`src/hdl/ltm_pkg.sv`:
```
package ltm_pkg;

  localparam int ACTION_W = 2;
  localparam int CLIENT_W = 8;
  localparam int LOCK_W   = 12;
  localparam int STATUS_W = 3;
  localparam int COUNT_W  = 32;

  localparam logic [ACTION_W-1:0] ACT_ACQUIRE = 2'd0;
  localparam logic [ACTION_W-1:0] ACT_RELEASE = 2'd1;
  localparam logic [ACTION_W-1:0] ACT_STAT    = 2'd2;

  localparam logic [STATUS_W-1:0] ST_OK           = 3'd0;
  localparam logic [STATUS_W-1:0] ST_NOT_FOUND    = 3'd1;
  localparam logic [STATUS_W-1:0] ST_BAD_CLIENT   = 3'd2;
  localparam logic [STATUS_W-1:0] ST_BUSY         = 3'd3;
  localparam logic [STATUS_W-1:0] ST_OUT_OF_RANGE = 3'd4;

  localparam logic [CLIENT_W-1:0] NO_OWNER  = 8'hFF;
  localparam logic [COUNT_W-1:0]  COUNT_MAX = 32'hFFFF_FFFF;

  // one table entry; held implies the lock has been seen
  typedef struct packed {
    logic                held;
    logic [CLIENT_W-1:0] owner;
    logic [COUNT_W-1:0]  count;
  } ltm_entry_t;

  localparam ltm_entry_t ENTRY_RESET = '{held: 1'b0, owner: NO_OWNER, count: '0};

  typedef struct packed {
    logic clear;   // write the reset entry at the clear index
    logic accept;  // take a request and start its table read
    logic commit;  // resolve the request, write back, load the result
  } ltm_cmd_t;

  typedef struct packed {
    logic out_free;  // result register can take a new result this cycle
  } ltm_sts_t;

endpackage

```
`src/hdl/ltm_if.sv`:
```
interface ltm_req_if;
  logic                               valid;
  logic                               ready;
  logic [ltm_pkg::ACTION_W-1:0]       action;
  logic signed [ltm_pkg::CLIENT_W-1:0] client;
  logic [ltm_pkg::LOCK_W-1:0]         lock_id;

  modport source (output valid, action, client, lock_id, input ready);
  modport sink   (input valid, action, client, lock_id, output ready);
endinterface

interface ltm_rsp_if;
  logic                         valid;
  logic                         ready;
  logic [ltm_pkg::STATUS_W-1:0] status;
  logic [ltm_pkg::COUNT_W-1:0]  count_value;

  modport source (output valid, status, count_value, input ready);
  modport sink   (input valid, status, count_value, output ready);
endinterface

```
`src/hdl/ltm_datapath.sv`:
```
module ltm_datapath #(
  parameter int NUM_LOCKS = 64,
  parameter int IDX_W     = 6
) (
  input  logic                                clk,
  input  logic                                rst_n,
  input  ltm_pkg::ltm_cmd_t                   cmd,
  input  logic [IDX_W-1:0]                    clr_idx,
  output ltm_pkg::ltm_sts_t                   sts,
  input  logic [ltm_pkg::ACTION_W-1:0]        in_action,
  input  logic signed [ltm_pkg::CLIENT_W-1:0] in_client,
  input  logic [ltm_pkg::LOCK_W-1:0]          in_lock_id,
  output logic                                out_valid,
  input  logic                                out_ready,
  output logic [ltm_pkg::STATUS_W-1:0]        out_status,
  output logic [ltm_pkg::COUNT_W-1:0]         out_count_value
);
  import ltm_pkg::*;

  ltm_entry_t            mem_r [NUM_LOCKS];
  ltm_entry_t            rd_data_r;
  logic [IDX_W-1:0]      rd_addr;
  logic [ACTION_W-1:0]   req_action_r;
  logic [CLIENT_W-1:0]   req_client_r;
  logic [IDX_W-1:0]      req_lock_r;
  logic                  req_oor_r;
  logic                  out_valid_r, out_valid_nxt;
  logic [STATUS_W-1:0]   out_status_r;
  logic [COUNT_W-1:0]    out_count_r;
  logic [STATUS_W-1:0]   res_status;
  logic [COUNT_W-1:0]    res_count;
  logic                  res_we;
  ltm_entry_t            res_entry;
  logic                  mem_we;
  logic [IDX_W-1:0]      mem_wa;
  ltm_entry_t            mem_wd;

  assign rd_addr = cmd.accept ? in_lock_id[IDX_W-1:0] : req_lock_r;

  always_ff @(posedge clk) begin
    if (cmd.accept) begin
      req_action_r <= in_action;
      req_client_r <= in_client;
      req_lock_r   <= in_lock_id[IDX_W-1:0];
      req_oor_r    <= ({1'b0, in_lock_id} >= (LOCK_W+1)'(NUM_LOCKS));
    end
  end

  // resolve the request against the entry read back
  always_comb begin
    res_status = ST_OK;
    res_count  = '0;
    res_we     = 1'b0;
    res_entry  = rd_data_r;
    if (req_oor_r) begin
      res_status = ST_OUT_OF_RANGE;
    end else begin
      case (req_action_r)
        ACT_ACQUIRE: begin
          if (req_client_r[CLIENT_W-1]) begin
            res_status = ST_BAD_CLIENT;
          end else if (rd_data_r.held) begin
            res_status = ST_BUSY;
          end else begin
            res_we          = 1'b1;
            res_entry.held  = 1'b1;
            res_entry.owner = req_client_r;
            if (rd_data_r.count != COUNT_MAX) begin
              res_entry.count = rd_data_r.count + COUNT_W'(1);
            end
          end
        end
        ACT_RELEASE: begin
          if (!rd_data_r.held) begin
            res_status = ST_NOT_FOUND;
          end else if (rd_data_r.owner != req_client_r) begin
            res_status = ST_BAD_CLIENT;
          end else begin
            res_we          = 1'b1;
            res_entry.held  = 1'b0;
            res_entry.owner = NO_OWNER;
          end
        end
        ACT_STAT: begin
          res_count = rd_data_r.count;
        end
        default: begin
          res_status = ST_OUT_OF_RANGE;
        end
      endcase
    end
  end

  always_comb begin
    mem_we = 1'b0;
    mem_wa = req_lock_r;
    mem_wd = res_entry;
    if (cmd.clear) begin
      mem_we = 1'b1;
      mem_wa = clr_idx;
      mem_wd = ENTRY_RESET;
    end else if (cmd.commit && res_we) begin
      mem_we = 1'b1;
    end
  end

  always_ff @(posedge clk) begin
    if (mem_we) begin
      mem_r[mem_wa] <= mem_wd;
    end
    rd_data_r <= mem_r[rd_addr];
  end

  always_comb begin
    out_valid_nxt = out_valid_r;
    if (cmd.commit) begin
      out_valid_nxt = 1'b1;
    end else if (out_ready) begin
      out_valid_nxt = 1'b0;
    end
  end

  always_ff @(posedge clk) begin
    if (!rst_n) begin
      out_valid_r <= 1'b0;
    end else begin
      out_valid_r <= out_valid_nxt;
    end
  end

  always_ff @(posedge clk) begin
    if (cmd.commit) begin
      out_status_r <= res_status;
      out_count_r  <= res_count;
    end
  end

  assign sts.out_free     = !out_valid_r || out_ready;
  assign out_valid        = out_valid_r;
  assign out_status       = out_status_r;
  assign out_count_value  = out_count_r;

endmodule

```
`src/hdl/ltm_ctrl.sv`:
```
module ltm_ctrl #(
  parameter int NUM_LOCKS = 64,
  parameter int IDX_W     = 6
) (
  input  logic              clk,
  input  logic              rst_n,
  input  logic              in_valid,
  output logic              in_ready,
  input  ltm_pkg::ltm_sts_t sts,
  output ltm_pkg::ltm_cmd_t cmd,
  output logic [IDX_W-1:0]  clr_idx
);
  import ltm_pkg::*;

  localparam logic [1:0] S_CLEAR = 2'd0;
  localparam logic [1:0] S_IDLE  = 2'd1;
  localparam logic [1:0] S_EXEC  = 2'd2;

  logic [1:0]       state_r, state_nxt;
  logic [IDX_W-1:0] clr_cnt_r, clr_cnt_nxt;
  logic             clr_last;

  assign clr_last = (clr_cnt_r == IDX_W'(NUM_LOCKS - 1));

  always_comb begin
    state_nxt   = state_r;
    clr_cnt_nxt = clr_cnt_r;
    cmd         = '0;
    in_ready    = 1'b0;
    case (state_r)
      S_CLEAR: begin
        cmd.clear   = 1'b1;
        clr_cnt_nxt = clr_cnt_r + IDX_W'(1);
        if (clr_last) begin
          state_nxt = S_IDLE;
        end
      end
      S_IDLE: begin
        in_ready   = 1'b1;
        cmd.accept = in_valid;
        if (in_valid) begin
          state_nxt = S_EXEC;
        end
      end
      S_EXEC: begin
        if (sts.out_free) begin
          cmd.commit = 1'b1;
          state_nxt  = S_IDLE;
        end
      end
      default: begin
        state_nxt = S_IDLE;
      end
    endcase
  end

  always_ff @(posedge clk) begin
    if (!rst_n) begin
      state_r   <= S_CLEAR;
      clr_cnt_r <= '0;
    end else begin
      state_r   <= state_nxt;
      clr_cnt_r <= clr_cnt_nxt;
    end
  end

  assign clr_idx = clr_cnt_r;

endmodule

```
`src/hdl/lock_table_manager_unit.sv`:
```
// channel   | dir | handshake          | payload
// in_req    | in  | valid / ready      | action, client, lock_id
// out_rsp   | out | valid / ready      | status, count_value
//
// each request is accepted with a table read, then resolved and written back
// one request is in flight at a time: the next is taken after the write back
// after reset a clearing pass resets all NUM_LOCKS entries with in_req.ready low
// the result sits in an output register; a stalled out_rsp holds the next
// request in its resolve cycle until the register frees
module lock_table_manager_unit #(
  parameter int NUM_LOCKS = 64
) (
  input  logic   clk,
  input  logic   rst_n,
  ltm_req_if.sink   in_req,
  ltm_rsp_if.source out_rsp
);
  import ltm_pkg::*;

  // table index width, at least one bit for a single-lock table
  localparam int IDX_W = (NUM_LOCKS > 1) ? $clog2(NUM_LOCKS) : 1;

  ltm_cmd_t         cmd;
  ltm_sts_t         sts;
  logic [IDX_W-1:0] clr_idx;

  // sequencer: clearing pass, accept, resolve
  ltm_ctrl #(
    .NUM_LOCKS (NUM_LOCKS),
    .IDX_W     (IDX_W)
  ) u_ctrl (
    .clk      (clk),
    .rst_n    (rst_n),
    .in_valid (in_req.valid),
    .in_ready (in_req.ready),
    .sts      (sts),
    .cmd      (cmd),
    .clr_idx  (clr_idx)
  );

  // lock table, request registers, decision logic and result register
  ltm_datapath #(
    .NUM_LOCKS (NUM_LOCKS),
    .IDX_W     (IDX_W)
  ) u_dp (
    .clk             (clk),
    .rst_n           (rst_n),
    .cmd             (cmd),
    .clr_idx         (clr_idx),
    .sts             (sts),
    .in_action       (in_req.action),
    .in_client       (in_req.client),
    .in_lock_id      (in_req.lock_id),
    .out_valid       (out_rsp.valid),
    .out_ready       (out_rsp.ready),
    .out_status      (out_rsp.status),
    .out_count_value (out_rsp.count_value)
  );

endmodule

```
`src/flat_wrapper.sv`:
```
// flat-port wrapper written by rule: the top's interface ports become plain ports
module lock_table_manager_unit_flat import ltm_pkg::*;
#(
  parameter int NUM_LOCKS = 64
)
  (clk, rst_n, in_req_valid, in_req_action, in_req_client, in_req_lock_id, in_req_ready, out_rsp_valid, out_rsp_status, out_rsp_count_value, out_rsp_ready);
  ltm_req_if in_req_i ();
  ltm_rsp_if out_rsp_i ();
  input  logic clk;
  input  logic rst_n;
  input wire logic [$bits(in_req_i.valid)-1:0] in_req_valid;
  input wire logic [$bits(in_req_i.action)-1:0] in_req_action;
  input wire logic [$bits(in_req_i.client)-1:0] in_req_client;
  input wire logic [$bits(in_req_i.lock_id)-1:0] in_req_lock_id;
  output wire logic [$bits(in_req_i.ready)-1:0] in_req_ready;
  output wire logic [$bits(out_rsp_i.valid)-1:0] out_rsp_valid;
  output wire logic [$bits(out_rsp_i.status)-1:0] out_rsp_status;
  output wire logic [$bits(out_rsp_i.count_value)-1:0] out_rsp_count_value;
  input wire logic [$bits(out_rsp_i.ready)-1:0] out_rsp_ready;
  assign in_req_i.valid = in_req_valid;
  assign in_req_i.action = in_req_action;
  assign in_req_i.client = in_req_client;
  assign in_req_i.lock_id = in_req_lock_id;
  assign in_req_ready = in_req_i.ready;
  assign out_rsp_valid = out_rsp_i.valid;
  assign out_rsp_status = out_rsp_i.status;
  assign out_rsp_count_value = out_rsp_i.count_value;
  assign out_rsp_i.ready = out_rsp_ready;
  lock_table_manager_unit #(.NUM_LOCKS(NUM_LOCKS)) u_core (.clk(clk), .rst_n(rst_n), .in_req(in_req_i), .out_rsp(out_rsp_i));
endmodule
```
`config.mk`:
```
export PLATFORM = sky130hd
export DESIGN_NAME = lock_table_manager_unit_flat
export DESIGN_NICKNAME = d
export VERILOG_FILES = /design/src/hdl/ltm_pkg.sv /design/src/hdl/ltm_if.sv /design/src/hdl/ltm_datapath.sv /design/src/hdl/ltm_ctrl.sv /design/src/hdl/lock_table_manager_unit.sv /design/src/flat_wrapper.sv
export SDC_FILE = /design/constraint.sdc
export NUM_CORES = 2
export LEC_CHECK = 0
export BUFFER_PORTS_ARGS = -buffer_cell sky130_fd_sc_hd__clkbuf_2
export CAP_MARGIN = 20
export CORE_MARGIN = 10
export CORE_UTILIZATION = 35
export DETAILED_ROUTE_END_ITERATION = 8
export PLACE_DENSITY = 0.6
export SLEW_MARGIN = 20
export SYNTH_ARGS = -nofsm -noshare
export SYNTH_HDL_FRONTEND = slang
export SYNTH_SLANG_ARGS = --single-unit
export TNS_END_PERCENT = 10
```
`constraint.sdc`:
```
create_clock -name clk -period 7.85 [get_ports clk]
set_clock_uncertainty 0.2 [all_clocks]
set_input_delay 0.3925 -clock clk [delete_from_list [all_inputs] [get_ports clk]]
set_output_delay 0.3925 -clock clk [all_outputs]
set_load 0.05 [all_outputs]
```
==> results.json <==
{
  "synthesis.area_sq_mm": 0.107,
  "clkLatencyLatePin_ns": 0.96,
  "grt_pass1_wl_mm": 503,
  "async_flop_share_pct": 0,
  "grt_pass1_vias": 67000,
  "post_cts_resized": 0,
  "ant_nets": 0,
  "instances_no_fill": 12300,
  "peakVddDrop_mv": 0.255,
  "drc": 0,
  "cts_tree": "yes",
  "die_h_microns": 574,
  "worstMarginPinSlew_ns": 1.24,
  "fin_setup_tns_ns": 0,
  "hold_path.class": "in -> reg",
  "core_area_sq_mm": 0.306,
  "grt_max_degree": 199,
  "design_area_sq_mm": 0.123,
  "syn_avg_cell_area_sq_um": 13.6,
  "core.rowCount": 203,
  "drv_slew": 0,
  "routabilityCongestion": 0.840,
  "cts_root_buffer": "clkbuf_16",
  "critical_path.most_common_cell": "buf_12",
  "relSlewSlack_pct": 17.4,
  "synth_edf_count": 2670,
  "netlist-cell-type-count": 61,
  "syn_inst": 7920,
  "synth_ff_type": "edfxtp_1",
  "initial_utilization_pct": 35.1,
  "drive_gt1_share_pct": 10.2,
  "grt_overflow": 0,
  "die_x_microns": 574,
  "p_leak_nw": 41.5,
  "dieArea_sq_mm": 0.330,
  "startpoint_type": "flop",
  "htreeDepth": 5,
  "hold_buffers": 18,
  "r2r_cells": 12,
  "place_area_sq_mm": 0.114,
  "status": "finished clean",
  "holdPathEnd": "u_core.u_dp.req_lock_r[2]",
  "synth_top_area_share_pct": 74.6,
  "io_pins": 63,
  "clockBufferDepth": 4,
  "r2r_end": "u_core.u_dp.rd_data_r[24]",
  "gr-usage-all-layers_pct": 20.7,
  "regToRegSetupSlack_ns": 2.14,
  "setup_viol": 0,
  "path_cells": "nand3b_1 -> buf_12 -> inv_2 -> mux2i_4 -> buf_12 -> inv_4 -> nor2_4 -> buf_12 -> a31oi_1 -> a211oi_1 -> and3_1 -> a31oi_1",
  "cp.depth": 12,
  "dp_cells": 11800,
  "r2r_start": "u_core.u_ctrl.state_r[1]",
  "path_clk_slew_ns": 0.06,
  "crit_family": "buffers and inverters",
  "hold_viol_final": 0,
  "holdCritStartpoint": "in_req_lock_id[2]",
  "ys_top_cells_by_area": "edfxtp_1 (75%), nand2_1 (7.3%), nand3_1 (3.5%), a211oi_1 (2.2%), a31oi_1 (1.9%)",
  "end_kind": "flop",
  "clock.fmax_mhz": 175,
  "wirelength_mm": 360,
  "worstPathArrival_ns": 6.32,
  "crit_type": "reg -> reg",
  "ys_warn_count": 0,
  "viasPerCell": 5.79,
  "post_cts_buffers": 0,
  "drt-wirelength-per-cell_microns": 29.2,
  "nNetsFinal": 8032,
  "ys_seq_elements": 2726,
  "first_pass_iters": 7,
  "p_per_area_mw_per_mm2": 265,
  "slowest_stage": "a211oi_1",
  "vias": 71300,
  "critical-path-max-stage-delay_ns": 0.97,
  "finalWorstPathRequiredPeriod_ns": 5.71,
  "dp_hpwl_mm": 194,
  "clkSinkCount": 2726,
  "critPathBufInv": 5,
  "ys_seq_area_share_pct": 75.6,
  "fin_crit_sh_pct": 72.8,
  "rsz0062_at_grt": "false",
  "fin_util_pct": 40.3,
  "drtIter0Drc": 11000,
  "synthesis.nets": 7948,
  "area_growth_pct": 14.6,
  "holdPathStages": 3,
  "io_buffers": 62,
  "cts_buffers": 298,
  "antenna_found_initial": 14,
  "cp.required_ns": 8.46,
  "yosysTopAreaCell": "edfxtp_1",
  "worstPathMaxFanout": 122,
  "cap_viol_max_count": 0
}
==> cells by family after synthesis <==
family	synth area share [%]
xor+xnor	0.310
mux	1.39
flops	75.6
simple gates	13.1
fa+ha+maj	0.0233
buf+inv	2.68
compound gates	6.85
==> cells in the final DEF (no fill, tap or decap), drive strengths merged, types with 18 or more instances in the layout <==
master       instances
edfxtp            2670
dlygate4sd3         18
a311oi              31
nand4              150
a32oi               80
nand2             2078
clkinv              78
and2                38
o21ai               26
xnor2               28
a21oi              118
a31oi              320
a211oi             308
inv                174
clkbuf             452
mux2i              140
buf                235
a22oi               43
dfxtp               56
nor2               124
a2111oi             58
a31o                29
and3                37
nand3              747
nor4                39
==> layout make-up <==
class | count | area [sq um]
Antenna cell | 8 | 20.0
Clock buffer | 390 | 8010
Clock inverter | 108 | 935
Fill cell | 27900 | 183000
Inverter | 165 | 632
Multi-Input combinational cell | 4498 | 24300
Sequential cell | 2726 | 81300
Tap cell | 4100 | 5130
Timing Repair Buffer | 315 | 2830
==> through the flow <==
step | worst slack [ns] | hold WS [ns] | power [mW]
final | 2.14 | 0.137 | 32.6
after floorplan | 2.13 | 0.291 | 18.2
after CTS | 2.16 | 0.0815 | 32.6
after global routing | 2.06 | 0.135 | 33.4
after detailed placement | 2.13 | 0.427 | 19.6
after global placement | 2.19 | 0.397 | 19.6
==> flip-flops by register name, indices dropped and copies added, names as in the netlist, 3 cells and up <==
register	count
u_core.u_dp.out_count_value	32
u_core.u_dp.req_client_r	8
u_core.u_dp.rd_data_r	41
u_core.u_dp.req_lock_r	6
u_core.u_dp.out_status	3
u_core.u_ctrl.clr_idx	6
u_core.u_dp.mem_r	2624
==> routing by layer <==
metal | vias to the layer above | GRT usage (%) | share of wire, %
met3 | 833 | 4.48 | 11
met5 | - | 0 | 0
met2 | 4476 | 32.1 | 45
li1 | 29800 | - | -
met4 | 0 | 9.32 | 5.1
met1 | 36100 | 28.0 | 39
==> report_power, final <==
group | switching, mW | leakage [nW] | total, mW | internal [mW]
logic | 2.32 | 10.7 | 3.14 | 0.826
clock network | 5.52 | 4.37 | 13.2 | 7.63
registers | 0.380 | 26.4 | 16.3 | 15.9
total | 8.22 | 41.5 | 32.6 | 24.4
==> worst min-delay path, stage by stage <==
cell and delay [ns]:
clkbuf_2 0.19, mux2i_4 0.20, inv_2 0.33
==> Yosys cell counts, drive strengths merged (6+ instances only) <==
library cell  number
and2              38
and3              37
a211oi           308
nor2             124
a31o              29
o21ai             26
nand2b             8
clkbuf           256
a2111oi           58
a311oi            31
buf              275
a22oi             43
nand2           2078
dfxtp             56
a32oi             80
xor2              10
a21oi            118
inv              165
or3                9
nor2b              6
o22a               9
a31oi            320
edfxtp          2670
xnor2             28
nand4            150
o221ai             6
nor4              39
mux2i            140
nor3              13
nand3            747
==> worst max path at each step <==
stage                        startpoint                   endpoint
2_1_floorplan     u_core.u_dp.out_valid   u_core.u_dp.mem_r[41][0]
5_1_grt        u_core.u_ctrl.state_r[1]  u_core.u_dp.rd_data_r[24]
3_5_place_dp               in_req_valid  u_core.u_dp.rd_data_r[24]
3_3_place_gp               in_req_valid  u_core.u_dp.rd_data_r[24]
4_1_cts        u_core.u_ctrl.state_r[1]  u_core.u_dp.rd_data_r[24]
6_report       u_core.u_ctrl.state_r[1]  u_core.u_dp.rd_data_r[24]
Note: power is estimated with default switching activity, not from simulation.
